**src/rtl/core/b64e_pkg.sv**
```systemverilog
// Shared types, constants and the character mapping for the base64 stream encoder.
// No dependencies; every other file in rtl/core refers to this package.
package b64e_pkg;

  localparam int QueueDepth = 2;

  localparam logic [6:0] PadChar = 7'h3D;   // '='
  localparam logic [6:0] UpperA  = 7'h41;   // 'A'
  localparam logic [6:0] LowerA  = 7'h61;   // 'a'
  localparam logic [6:0] Digit0  = 7'h30;   // '0'
  localparam logic [6:0] PlusChr = 7'h2B;   // '+'
  localparam logic [6:0] SlashCh = 7'h2F;   // '/'

  // One 24-bit group ready for encoding.
  typedef struct packed {
    logic [23:0] bits;    // first byte in 23:16
    logic [1:0]  pad;     // trailing '=' count (0..2)
    logic        last;    // group closes the message
  } group_t;

  function automatic logic [6:0] sextet_to_ascii(input logic [5:0] v);
    logic [6:0] c;
    if (v < 6'd26) begin
      c = UpperA + 7'(v);
    end else if (v < 6'd52) begin
      c = LowerA + 7'(v - 6'd26);
    end else if (v < 6'd62) begin
      c = Digit0 + 7'(v - 6'd52);
    end else if (v == 6'd62) begin
      c = PlusChr;
    end else begin
      c = SlashCh;
    end
    return c;
  endfunction

  // Character at position idx (0 = most significant sextet) of a group.
  function automatic logic [6:0] group_char(input group_t g, input logic [1:0] idx);
    logic [5:0] s;
    logic       is_pad;
    unique case (idx)
      2'd0: s = g.bits[23:18];
      2'd1: s = g.bits[17:12];
      2'd2: s = g.bits[11:6];
      2'd3: s = g.bits[5:0];
      default: s = g.bits[5:0];
    endcase
    is_pad = (3'(idx) + 3'(g.pad)) > 3'd3;
    return is_pad ? PadChar : sextet_to_ascii(s);
  endfunction

endpackage

```
**src/rtl/core/base64_stream_encoder_top.sv**
```systemverilog
// Base64 stream encoder top level: front end, group queue, back end.
// The byte that closes a group goes into the queue, then into the back end's group register,
// then its first character goes into the output register. Throughput: one character per cycle
// while out_ready is high, set by the back end's single output register; a full group (3 bytes) gives four characters.
// Reset (rst, synchronous): clears held bytes, queue pointers and output valid.
// Depends on b64e_pkg, b64e_front, b64e_queue, b64e_back.
module base64_stream_encoder_top #(
  parameter int QDepth = b64e_pkg::QueueDepth
) (
  input  logic       clk,
  input  logic       rst,
  input  logic       in_valid,
  output logic       in_ready,
  input  logic [7:0] data_byte,
  input  logic       end_of_message,
  output logic       out_valid,
  input  logic       out_ready,
  output logic [6:0] text_char,
  output logic       final_char
);

  b64e_pkg::group_t            push_data;
  b64e_pkg::group_t            pop_data;
  logic                        q_push;
  logic                        q_pop;
  logic                        q_empty;
  logic                        q_full;
  logic [$clog2(QDepth+1)-1:0] q_level;

  b64e_front u_front (
    .clk            (clk),
    .rst            (rst),
    .in_valid       (in_valid),
    .in_ready       (in_ready),
    .data_byte      (data_byte),
    .end_of_message (end_of_message),
    .q_full         (q_full),
    .q_push         (q_push),
    .q_data         (push_data)
  );

  b64e_queue #(.Depth(QDepth)) u_queue (
    .clk       (clk),
    .rst       (rst),
    .push      (q_push),
    .push_data (push_data),
    .pop       (q_pop),
    .pop_data  (pop_data),
    .empty     (q_empty),
    .full      (q_full),
    .level     (q_level)
  );

  b64e_back u_back (
    .clk        (clk),
    .rst        (rst),
    .q_empty    (q_empty),
    .q_data     (pop_data),
    .q_pop      (q_pop),
    .out_valid  (out_valid),
    .out_ready  (out_ready),
    .text_char  (text_char),
    .final_char (final_char)
  );

  a_no_overflow: assert property (@(posedge clk) disable iff (rst)
    q_push |-> (!q_full || q_pop))
    else $error("group pushed into a full queue");

  a_no_underflow: assert property (@(posedge clk) disable iff (rst)
    q_pop |-> !q_empty)
    else $error("group popped from an empty queue");

  a_level_bound: assert property (@(posedge clk) disable iff (rst)
    q_level <= ($clog2(QDepth+1))'(QDepth))
    else $error("queue level beyond depth");

  a_out_stable: assert property (@(posedge clk) disable iff (rst)
    (out_valid && !out_ready) |=> out_valid && $stable(text_char) && $stable(final_char))
    else $error("character beat changed while stalled");

endmodule

```
**src/rtl/core/b64e_front.sv**
```systemverilog
// Front end: accepts raw bytes, gathers them into 24-bit groups and pushes
// finished groups into the queue. Depends on b64e_pkg.
module b64e_front (
  input  logic              clk,
  input  logic              rst,
  input  logic              in_valid,
  output logic              in_ready,
  input  logic [7:0]        data_byte,
  input  logic              end_of_message,
  input  logic              q_full,
  output logic              q_push,
  output b64e_pkg::group_t  q_data
);

  logic [15:0] held_bytes;
  logic [1:0]  held_count;
  logic        accept;
  logic        group_done;

  assign in_ready   = !q_full;
  assign accept     = in_valid && in_ready;
  assign group_done = (held_count >= 2'd2) || end_of_message;
  assign q_push     = accept && group_done;

  always_comb begin
    q_data.last = end_of_message;
    priority if (held_count >= 2'd2) begin
      q_data.bits = {held_bytes, data_byte};
      q_data.pad  = 2'd0;
    end else if (held_count == 2'd1) begin
      q_data.bits = {held_bytes[7:0], data_byte, 8'h00};
      q_data.pad  = 2'd1;
    end else begin
      q_data.bits = {data_byte, 16'h0000};
      q_data.pad  = 2'd2;
    end
  end

  always_ff @(posedge clk) begin
    if (rst) begin
      held_bytes <= '0;
      held_count <= '0;
    end else if (accept) begin
      if (group_done) begin
        held_bytes <= '0;
        held_count <= '0;
      end else begin
        held_bytes <= {held_bytes[7:0], data_byte};
        held_count <= held_count + 2'd1;
      end
    end
  end

endmodule

```
**src/rtl/core/b64e_queue.sv**
```systemverilog
// Small register queue of pending groups between front and back end.
// Depends on b64e_pkg.
module b64e_queue #(
  parameter int Depth = b64e_pkg::QueueDepth
) (
  input  logic                     clk,
  input  logic                     rst,
  input  logic                     push,
  input  b64e_pkg::group_t         push_data,
  input  logic                     pop,
  output b64e_pkg::group_t         pop_data,
  output logic                     empty,
  output logic                     full,
  output logic [$clog2(Depth+1)-1:0] level
);

  localparam int PtrW = (Depth > 1) ? $clog2(Depth) : 1;
  localparam int CntW = $clog2(Depth + 1);

  b64e_pkg::group_t mem [Depth];
  logic [PtrW-1:0]  wr_ptr;
  logic [PtrW-1:0]  rd_ptr;
  logic [CntW-1:0]  count;

  assign empty    = (count == '0);
  assign full     = (count == CntW'(Depth));
  assign level    = count;
  assign pop_data = mem[rd_ptr];

  always_ff @(posedge clk) begin
    if (push) begin
      mem[wr_ptr] <= push_data;
    end
  end

  always_ff @(posedge clk) begin
    if (rst) begin
      wr_ptr <= '0;
      rd_ptr <= '0;
      count  <= '0;
    end else begin
      if (push) begin
        wr_ptr <= (wr_ptr == PtrW'(Depth - 1)) ? '0 : wr_ptr + PtrW'(1);
      end
      if (pop) begin
        rd_ptr <= (rd_ptr == PtrW'(Depth - 1)) ? '0 : rd_ptr + PtrW'(1);
      end
      unique case ({push, pop})
        2'b10:   count <= count + CntW'(1);
        2'b01:   count <= count - CntW'(1);
        default: count <= count;
      endcase
    end
  end

endmodule

```
**src/rtl/core/b64e_back.sv**
```systemverilog
// Back end: takes one group from the queue and sends its four characters,
// one beat per cycle while out_ready is high, from a registered output stage. Depends on b64e_pkg.
module b64e_back (
  input  logic              clk,
  input  logic              rst,
  input  logic              q_empty,
  input  b64e_pkg::group_t  q_data,
  output logic              q_pop,
  output logic              out_valid,
  input  logic              out_ready,
  output logic [6:0]        text_char,
  output logic              final_char
);

  b64e_pkg::group_t cur;
  logic             busy;
  logic [1:0]       idx;
  logic             load;
  logic             finishing;

  assign load      = !out_valid || out_ready;
  assign finishing = busy && load && (idx == 2'd3);
  assign q_pop     = (!busy || finishing) && !q_empty;

  always_ff @(posedge clk) begin
    if (q_pop) begin
      cur <= q_data;
    end
    if (load && busy) begin
      text_char  <= b64e_pkg::group_char(cur, idx);
      final_char <= cur.last && (idx == 2'd3);
    end
  end

  always_ff @(posedge clk) begin
    if (rst) begin
      busy      <= 1'b0;
      idx       <= '0;
      out_valid <= 1'b0;
    end else begin
      if (load) begin
        out_valid <= busy;
      end
      if (q_pop) begin
        busy <= 1'b1;
        idx  <= '0;
      end else if (load && busy) begin
        // advance; drop busy after the fourth character
        idx <= idx + 2'd1;
        if (idx == 2'd3) begin
          busy <= 1'b0;
        end
      end
    end
  end

endmodule

```
**config.mk**
```make
export PLATFORM = sky130hd
export DESIGN_NAME = base64_stream_encoder_top
export DESIGN_NICKNAME = d
export VERILOG_FILES = /design/src/rtl/core/b64e_pkg.sv /design/src/rtl/core/base64_stream_encoder_top.sv /design/src/rtl/core/b64e_front.sv /design/src/rtl/core/b64e_queue.sv /design/src/rtl/core/b64e_back.sv
export SDC_FILE = /design/constraint.sdc
export NUM_CORES = 1
export LEC_CHECK = 0
export ABC_AREA = 1
export BUFFER_PORTS_ARGS = -buffer_cell sky130_fd_sc_hd__buf_4
export CAP_MARGIN = 10
export CORE_MARGIN = 2
export CORE_UTILIZATION = 51
export CTS_BUF_LIST = sky130_fd_sc_hd__clkbuf_4
export DETAILED_ROUTE_END_ITERATION = 8
export PLACE_DENSITY = 0.68
export SLEW_MARGIN = 5
export SYNTH_ARGS = -nofsm -noshare
export SYNTH_HDL_FRONTEND = slang
export SYNTH_SLANG_ARGS = --single-unit
```
**constraint.sdc**
```tcl
create_clock -name clk -period 9.3 [get_ports clk]
set_input_delay 0.465 -clock clk [delete_from_list [all_inputs] [get_ports clk]]
set_output_delay 0.465 -clock clk [all_outputs]
set_load 0.1 [all_outputs]
```
Word-level counts from Yosys, hierarchy flattened
Memory sizes are Yosys's and may differ from the RTL's. A register that Yosys moved wholly into a read port is not among the register bits.
Index checks and enable logic that the tools add are counted.
{"block": "classes", "n_eq_ne": 8, "add_sub_neg": 12, "mux": 18, "magnitude_cmp": 5, "reduce_logical": 20}
{"cell": "$mux 26", "n": 2}
{"cell": "$pmux 6 s4", "n": 1}
{"cell": "$mux 7", "n": 3}
{"cell": "$mux 16", "n": 1}
{"cell": "$lt 6x6->1 const B", "n": 2}
{"cell": "$eq 2x2->1 const B", "n": 4}
{"cell": "$add 6x7->7 const A", "n": 1}
{"cell": "$add 7x6->7 const A", "n": 1}
{"cell": "$add 7x7->7 const A", "n": 1}
{"cell": "$mux 1", "n": 7}
{"cell": "$sub 6x5->7 const B", "n": 1}
{"cell": "$sub 6x6->7 const B", "n": 1}
{"cell": "$add 2x1->2 const B", "n": 3}
{"cell": "$eq 2x1->1 const B", "n": 3}
{"cell": "$eq 6x6->1 const B", "n": 1}
{"cell": "$logic_and 1x1->1", "n": 6}
{"cell": "$lt 6x5->1 const B", "n": 1}
{"cell": "$mux 6", "n": 1}
{"cell": "$reduce_bool 2->1", "n": 3}
{"cell": "$logic_not 1->1", "n": 4}
{"cell": "$logic_not 2->1", "n": 2}
{"cell": "$pmux 2 s2", "n": 1}
{"cell": "$add 2x2->3", "n": 1}
{"cell": "$gt 3x2->1 const B", "n": 1}
{"cell": "8 further kinds", "n": 11}
{"block": "word_totals", "n_memories": 1, "elab_cells": 74, "in_bits": 13, "register_bits": 34, "ram_bits": 54, "output_inout_bits": 10}
{"name": "u_queue.mem", "depth": 2, "width": 27, "read_ports": 1, "rd_clocked_by_memory_dff": 1, "write_ports": 1, "line": "b64e_queue.sv:20", "text": "b64e_pkg::group_t mem [Depth];"}

Longest topological paths before layout
Gate-level depths: netlist (run 1).
{"block": "logic_depth", "word_depth": 9, "ltp_mapped": 15, "ltp_nobuf": 15}

Modules after synthesis
From an unflattened synthesis (run 1), not the netlist that was laid out.
{"block": "hier_totals", "hier_cells": 521, "area_unflattened_um2": 5551.6}
{"module": "b64e_queue", "seq_area_each_um2": 1721.7, "area_per_inst_um2": 2277.2, "cells_per_inst": 117, "n_inst": 1}
{"module": "b64e_back", "seq_area_each_um2": 1131.1, "area_per_inst_um2": 2092.0, "cells_per_inst": 202, "n_inst": 1}
{"module": "b64e_front", "seq_area_each_um2": 360.3, "area_per_inst_um2": 1182.4, "cells_per_inst": 202, "n_inst": 1}

Worst setup path after synthesis (run 1)
OpenSTA, ideal clock, no wires.
{"block": "synth_path", "kind": "reg-to-reg", "from": "reg u_back.out_valid", "to": "reg u_queue.count[1] (netlist: u_queue.level[1])", "setup_ns": 0.122, "path_buffers": 0, "path_slack_ns": 5.822, "arrival_time_ns": 3.356, "required_ns": 9.178, "synth_period_minus_slack_ns": 3.478, "path_stages_with_launch": 9, "path_cell_list": "dfxtp_1 nand2_1 a21oi_1 a21oi_1 ha_1 a21oi_1 o21ai_0 o21ai_0 a21oi_1"}
{"block": "synth_between", "elab_chain_cells": 8, "elab_cells_between_ends": 10, "classes_between": "eq/ne (2); mux (1); reduce/logical (7)"}
{"element": "start: declaration", "line": "b64e_back.sv:9", "text": "output logic out_valid,"}
{"element": "start signal: assignment", "line": "b64e_back.sv:42", "text": "out_valid <= busy;"}
{"element": "$logic_not 1->1 (*)", "line": "b64e_back.sv:21", "text": "assign load = !out_valid || out_ready;"}
{"element": "$logic_or 1x1->1 (*)", "line": "b64e_back.sv:21"}
{"element": "$logic_and 1x1->1 (*) (2 in a row)", "line": "b64e_back.sv:22", "text": "assign finishing = busy && load && (idx == 2'd3);"}
{"element": "$logic_or 1x1->1 (*)", "line": "b64e_back.sv:23", "text": "assign q_pop = (!busy || finishing) && !q_empty;"}
{"element": "$logic_and 1x1->1 (*)", "line": "b64e_back.sv:23"}
{"element": "via q_pop", "line": "base64_stream_encoder_top.sv:25", "text": "logic q_pop;"}
{"element": "$eq 2x1->1 or $eq 2x2->1 (tied branches)", "line": "b64e_queue.sv:48", "text": "unique case ({push, pop})"}
{"element": "$pmux 2 s2 or $reduce_bool 2->1 (tied branches)"}
{"element": "end signal: assignment", "line": "b64e_queue.sv:49", "text": "2'b10: count <= count + CntW'(1);"}
{"element": "end signal: assignment", "line": "b64e_queue.sv:50", "text": "2'b01: count <= count - CntW'(1);"}
{"element": "end signal: assignment", "line": "b64e_queue.sv:51", "text": "default: count <= count;"}
{"element": "end: declaration", "line": "b64e_queue.sv:23", "text": "logic [CntW-1:0] count;"}
The timed path passes the listed nets; every way through them passes the cells marked *.
A chain may end at the register's enable or synchronous reset.

Worst setup path after layout (run 1)
{"block": "layout_path", "from": "reg u_front.held_count[0]", "to": "reg u_queue.count[1] (netlist: u_queue.level[1])"}
{"block": "layout_between", "elab_chain_cells": 5, "elab_cells_between_ends": 7, "classes_between": "order compare (1); eq/ne (2); mux (1); reduce/logical (3)"}
{"element": "start: declaration", "line": "b64e_front.sv:16", "text": "logic [1:0] held_count;"}
{"element": "start signal: assignment", "line": "b64e_front.sv:49", "text": "held_count <= held_count + 2'd1;"}
{"element": "$ge 2x2->1 (*)", "line": "b64e_front.sv:22", "text": "assign group_done = (held_count >= 2'd2) || end_of_message;"}
{"element": "$logic_or 1x1->1 (*)", "line": "b64e_front.sv:22"}
{"element": "$logic_and 1x1->1 (*)", "line": "b64e_front.sv:23", "text": "assign q_push = accept && group_done;"}
{"element": "$eq 2x1->1 or $eq 2x2->1 (tied branches)", "line": "b64e_queue.sv:48"}
{"element": "$pmux 2 s2 or $reduce_bool 2->1 (tied branches)"}
Every way passes the cells marked *; elsewhere a longest branch is shown, timed or not.

==> results of run 1 <==
metal layers:
layer  wire length [um]  global-route usage [%]  vias up  part of all wire, %
met5                  0                       0        -                    0
met4                187                    7.14        0                  2.0
met3                319                    4.53       15                  3.5
met2               4470                    29.0       74                   49
met1               4230                    24.1     1626                   46
li1                   -                       -     1779                    -
state kept, by name (all words and copies together), names as in the netlist:
register,flops
u_queue.mem,54
u_back.cur,27
u_front.held_bytes,16
u_back.text_char,7
u_back.idx,2
u_front.held_count,2
u_queue.level,2
u_back.busy,1
u_back.final_char,1
u_back.out_valid,1
u_queue.rd_ptr,1
u_queue.wr_ptr,1
kinds of logic after synthesis:
family	count (synthesis)	synth area share, %
xor gates and xnor gates	2	0.345
buffers and inverters	59	4.63
DFF	115	62.8
and+or+nand+nor	267	21.3
AOI/OAI and AO/OA	62	7.88
adders and majority gates	12	2.95
final cells by class:
class	instances	area [um2]	area share (%)
sequential	115	3190	56.1
multi-input combinational	343	1660	29.2
timing repair buffer	26	195	3.43
tap	133	166	2.93
clock inverter	12	163	2.86
inverter	42	158	2.77
clock buffer	20	150	2.64
antenna	1	2.50	0.0440
metrics by stage:
| stage | std cells | hold WS (ps) | worst slack [ps] | cell area, um2 | util (%) |
|---|---|---|---|---|---|
| final | 692 | 235 | 6870 | 5690 | 58.5 |
| after global routing | 692 | 165 | 6610 | 5690 | 58.5 |
| after detailed placement | 659 | 483 | 6880 | 5370 | 55.2 |
| after floorplan | 517 | 451 | 5820 | 5080 | - |
| after global placement | 659 | 468 | 6970 | 5370 | 55.2 |
| after CTS | 691 | 192 | 6860 | 5690 | 58.4 |
where the power goes:
group          switching, mW  total (mW)  leakage [nW]  internal (mW)
Clock                  0.173       0.392         0.168          0.219
Sequential            0.0372       0.756          1.05          0.718
Combinational          0.554       0.765          1.12          0.211
synth_stat cells, drive strengths merged:
library cell,number
o211ai,1
a22oi,17
a21oi,19
nor3,1
a211oi,1
nand3,20
nand4,4
nand2,171
ha,12
or2,3
buf,6
xor2,2
o21bai,1
o21ai,22
edfxtp,89
dfxtp,26
o31ai,1
clkinv,1
inv,41
clkbuf,11
nor2,68
worst register-to-register path: cells and delay by family (launching register included):
kind,cells,cell delay (ps)
simple gates,3,530
buf+inv,3,500
fa+ha+maj,2,500
compound gates,4,440
flops,1,360
worst paths after layout:
path                               from           endpoint  slack, ps  depth (start not counted)
setup / recovery  u_front.held_count[0]   u_queue.level[1]       6870                         12
hold / removal           end_of_message  u_queue.mem[1][0]        230                          1
hold reg to reg             u_back.busy   u_back.out_valid        490                          2
setup reg to reg  u_front.held_count[0]   u_queue.level[1]       6870                         12
==> results.yml, run 1 <==
clocking:
  cts_resized: 0
  post_cts.repair.setup_buffers: 0
  cts_root_buf: "clkbuf_4"
  clock-sinks: 115
  cts.path.max_buffers: 2
  clk_pin_slew_ps: 90
  cts_tree: "yes"
  cts_hold_buf: 0
  cts_max_level: 4
  clk_latency_ps: 480
  cts_buffers: 17
place:
  io_buffers: 22
  dp_hpwl_mm: 6.44
  routabilityCongestion: 0.899
drt:
  vias: 3494
  wl_per_cell_um: 13.3
  drc: 0
  wl_mm: 9.21
  first_iter_violations: 286
  drt_first_pass_iters: 5
  drtAntennaViolNets: 0
  viasPerCell: 5.05
worst_setup_path:
  worstPathBufferInverterCount: 3
  worst_setup_path_end_kind: "register"
  slowest_stage: "dfxtp_1"
  crit_type: "register to register"
  path_cells: "inv_1 > ha_1 > nor2_4 > inv_2 > nor2_1 > nor2_1 > inv_1 > ha_1 > a21oi_1 > o21ai_0 > o21ai_0 > a21oi_1"
  worstPathArrival_ps: 2790
  cp_top_family: "simple AND/OR/NAND/NOR gates"
  max_stage_delay_ps: 360
  start_kind: "register"
  crit_fanout: 24
  required_ps: 9660
synthesis:
  synthCells: 517
  syn_area_um2: 5080
  yosysUniqueCellTypes: 34
  synth-seq-cells: 115
  synth_area_leaders: "edfxtp_1 (53%), nand2_1 (12%), dfxtp_1 (10%), nor2_1 (4.8%), ha_1 (3.0%)"
  ys_seq_area_share_pct: 62.8
  synth_top_area_share_pct: 52.6
  synth.largest_area_cell: "edfxtp_1"
  synth.net_count: 542
  syn_avg_cell_area_um2: 9.83
  ys.warnings.count: 0
job:
  maxCapViolations: 0
global_routing:
  grt_usage_pct: 18.2
  grt_pass1_wl_mm: 15.5
  grt_pass1_vias: 3239
  grt_start_max_net_pins: 33
  grt_overflow: 0
  antenna_found_initial: 1
sta:
  finalSetupViolations: 0
  fin_tns_setup_ps: 0
  skew_ps: 23.2
  layout_min_cycle_time_ps: 2430
  slew_headroom_pct: 44.9
  period_share_pct: 26.1
  hold_viol_final: 0
  drv_slew: 0
  fmax_mhz: 411
  worstMarginPinSlew_ps: 827
  rsz0062_at_grt: "false"
layout:
  mostFrequentLayoutCells: "nand2_1 (168), edfxtp_1 (89), nor2_1 (63), inv_1 (37)"
  area_growth_pct: 12.0
  final_nets: 570
  fillers: 866
  drive_above_1_share_pct: 14.2
  layout_commonest_cell: "nand2_1"
power:
  p_leak_nw: 2.34
  total_power_mw: 1.91
  powerDensity_nw_per_um2: 336
  ir_drop_mv: 0.180
outcome:
  status: "complete, no violations"
die:
  rows: 36
  ios: 23
  die_h_um: 104
  initial_core_util_pct: 52.2
  die-area_um2: 10800
  core_region_area_um2: 9730
  die_x_um: 104
worst_hold_path:
  hp-class: "input pin to register"
Power figures use the tool's default switching activity.
==> inputs of run 2 (changes only) <==
ABC_AREA = 0   (was 1)
PLACE_DENSITY = 0.71   (was 0.68)
clock period = 2 ns   (was 9.3 ns; I/O delays follow)
==> results.yml, run 2 <==
job:
  maxCapViolations: 0
layout:
  final_nets: 487
  fin_area_um2: 6270
  regMostFlops: "u_queue.mem"
  fillers: 722
  antennaDiodeCount: 0
  mostFrequentLayoutCells: "edfxtp_1 (89), buf_4 (56), nand2_1 (32), nor2_1 (32), mux2_2 (28)"
  top_regs: "u_queue.mem: 54 flops, u_back.cur: 27 flops, u_front.held_bytes: 16 flops"
  area_growth_pct: 25.7
  finish.utilization_pct: 65.0
  drive_above_1_share_pct: 34.7
  largest_reg_flops: 54
  layout_commonest_cell: "edfxtp_1"
global_routing:
  antenna_found_initial: 0
  grt_pass1_vias: 3277
  grt_overflow: 0
  grt_start_max_net_pins: 34
  grt_usage_pct: 19.7
  grt_pass1_wl_mm: 15.4
sta:
  setup_ws_ps: -303
  drv_slew: 0
  fmax_mhz: 434
  period_share_pct: 115
  skew_ps: 18.2
  fin_tns_setup_ps: -1630
  rsz0062_at_grt: "true"
  layout_min_cycle_time_ps: 2300
  worstMarginPinSlew_ps: 617
  slew_headroom_pct: 58.7
  finalSetupViolations: 7
  hold_viol_final: 0
drt:
  viasPerCell: 5.26
  drc: 0
  routed.top_layer: "met4"
  drtAntennaViolNets: 0
  met3WireLength_um: 323
  vias: 3198
  met1_length_mm: 4.18
  wl_per_cell_um: 16.0
  drt_first_pass_iters: 4
  wl_met2_mm: 4.93
  wl_mm: 9.71
  first_iter_violations: 212
worst_setup_path:
  path_cells: "ha_4 > a222oi_1 > mux2_4 > inv_6 > ha_4 > a31oi_4 > o21ai_1 > a21oi_1 > o211ai_1"
  worstPathArrival_ps: 2560
  start_kind: "register"
  slowest_stage: "dfxtp_4"
  max_stage_delay_ps: 390
  crit_fanout: 7
  required_ps: 2260
  cpMostUsedCell: "ha_4"
  crit_type: "register to register"
  worst_setup_path_end_kind: "register"
clocking:
  clk_latency_ps: 510
  clock-sinks: 115
  cts_max_level: 4
  clk_pin_slew_ps: 110
  cts_tree: "yes"
  cts_root_buf: "clkbuf_4"
  cts_buffers: 17
  cts.path.max_buffers: 2
die:
  die_x_um: 103
  initial_core_util_pct: 51.7
  rows: 36
  core_region_area_um2: 9640
  die-area_um2: 10600
  die_h_um: 103
  ios: 23
synthesis:
  synth_top_area_share_pct: 53.6
  synth_common_cells: "edfxtp_1 (89), nand2_1 (34), nor2_1 (34)"
  synthFlopType: "edfxtp_1"
  synth_edf_count: 89
  synth.net_count: 405
  ys_seq_area_share_pct: 64.0
  syn_avg_cell_area_um2: 13.1
  synth-async-reset-ratio_pct: 0
  synth-seq-cells: 115
  ys.warnings.count: 0
  yosysUniqueCellTypes: 48
  synthCells: 380
  synth.largest_area_cell: "edfxtp_1"
  syn_area_um2: 4990
  synth_most_common_cell: "edfxtp_1"
  synth_area_leaders: "edfxtp_1 (54%), dfxtp_1 (10%), mux2_2 (6.5%), a22oi_1 (3.0%), ha_1 (3.0%)"
power:
  ir_drop_mv: 0.797
  p_leak_nw: 2.28
  powerDensity_nw_per_um2: 1600
place:
  placed_cell_area_um2: 5530
  io_buffers: 22
  routabilityCongestion: 0.891
  dp_hpwl_mm: 6.01
outcome:
  violations: "setup timing"
  status: "complete, but fails checks"
worst_hold_path:
  hp-class: "input pin to register"
## run 2: cell type report
type,count,area [um2],area share (%)
timing repair buffer,78,669,10.7
clock inverter,13,165,2.64
inverter,17,83.8,1.34
multi-input combinational,233,1830,29.3
sequential,115,3210,51.1
tap,133,166,2.66
clock buffer,19,143,2.28
## run 2: path summary, 6_finish.rpt
kind | slack, ps | cells after the start | endpoint | from
worst max register to register | -300 | 9 | u_back.text_char[2] | u_back.idx[0]
worst min-delay path | 370 | 2 | u_queue.mem[0][0] | end_of_message
worst min register to register | 520 | 2 | u_front.held_bytes[9] | u_front.held_bytes[9]
worst max-delay path | -300 | 9 | u_back.text_char[2] | u_back.idx[0]
## run 2: logic make-up (layout without fill, tap and decap cells)
family / Yosys count / in the layout / share of synthesized area (%)
compound gates: 68 / 68 / 9.86
xor+xnor: 6 / 6 / 1.05
fa+ha+maj: 12 / 12 / 3.01
buf+inv: 34 / 127 / 3.26
flops: 115 / 115 / 64.0
mux: 43 / 43 / 9.56
simple gates: 102 / 104 / 9.23
## run 2: repair_timing
| action | in CTS | in global routing |
|---|---|---|
| hold buffers | 13 | 0 |
| hold endpoints to repair | 60 | 0 |
| setup endpoints to repair | 30 | 62 |
| buffers inserted | 11 | 4 |
| pin swaps | 17 | 12 |
| gates resized for setup | 26 | 8 |
| gates cloned | 0 | 2 |
## run 2: worst max-delay path: cells and delay by family, from the launching register on
family	cells	cell delay [ps]
AO/OA/AOI/OAI	5	1010
adder cells (fa/ha/maj)	2	360
buffers and inverters	1	40
flip-flops	1	390
multiplexers	1	260
## run 2: metrics by stage
| step | setup WS (ps) | std cells | hold slack, ps | power, mW |
|---|---|---|---|---|
| after floorplan | -256 | 380 | 199 | 6.39 |
| after global placement | -218 | 546 | 316 | 7.36 |
| after detailed placement | -365 | 546 | 324 | 7.47 |
| after CTS | -284 | 602 | 300 | 9.85 |
| after global routing | -396 | 608 | 317 | 10.5 |
| final | -303 | 608 | 365 | 10.0 |
## run 2: where the power goes
group          total (mW)  internal [mW]  switching (mW)
registers            3.55           3.33           0.221
clock network        1.81          0.997           0.816
logic                4.67           2.00            2.68
total                10.0           6.32            3.71
## run 2: routing by layer
metal | global-route usage [%] | vias to the layer above
met5 | 0 | -
met4 | 11.3 | 0
met3 | 5.63 | 22
met2 | 32.5 | 84
met1 | 23.2 | 1512
li1 | - | 1580
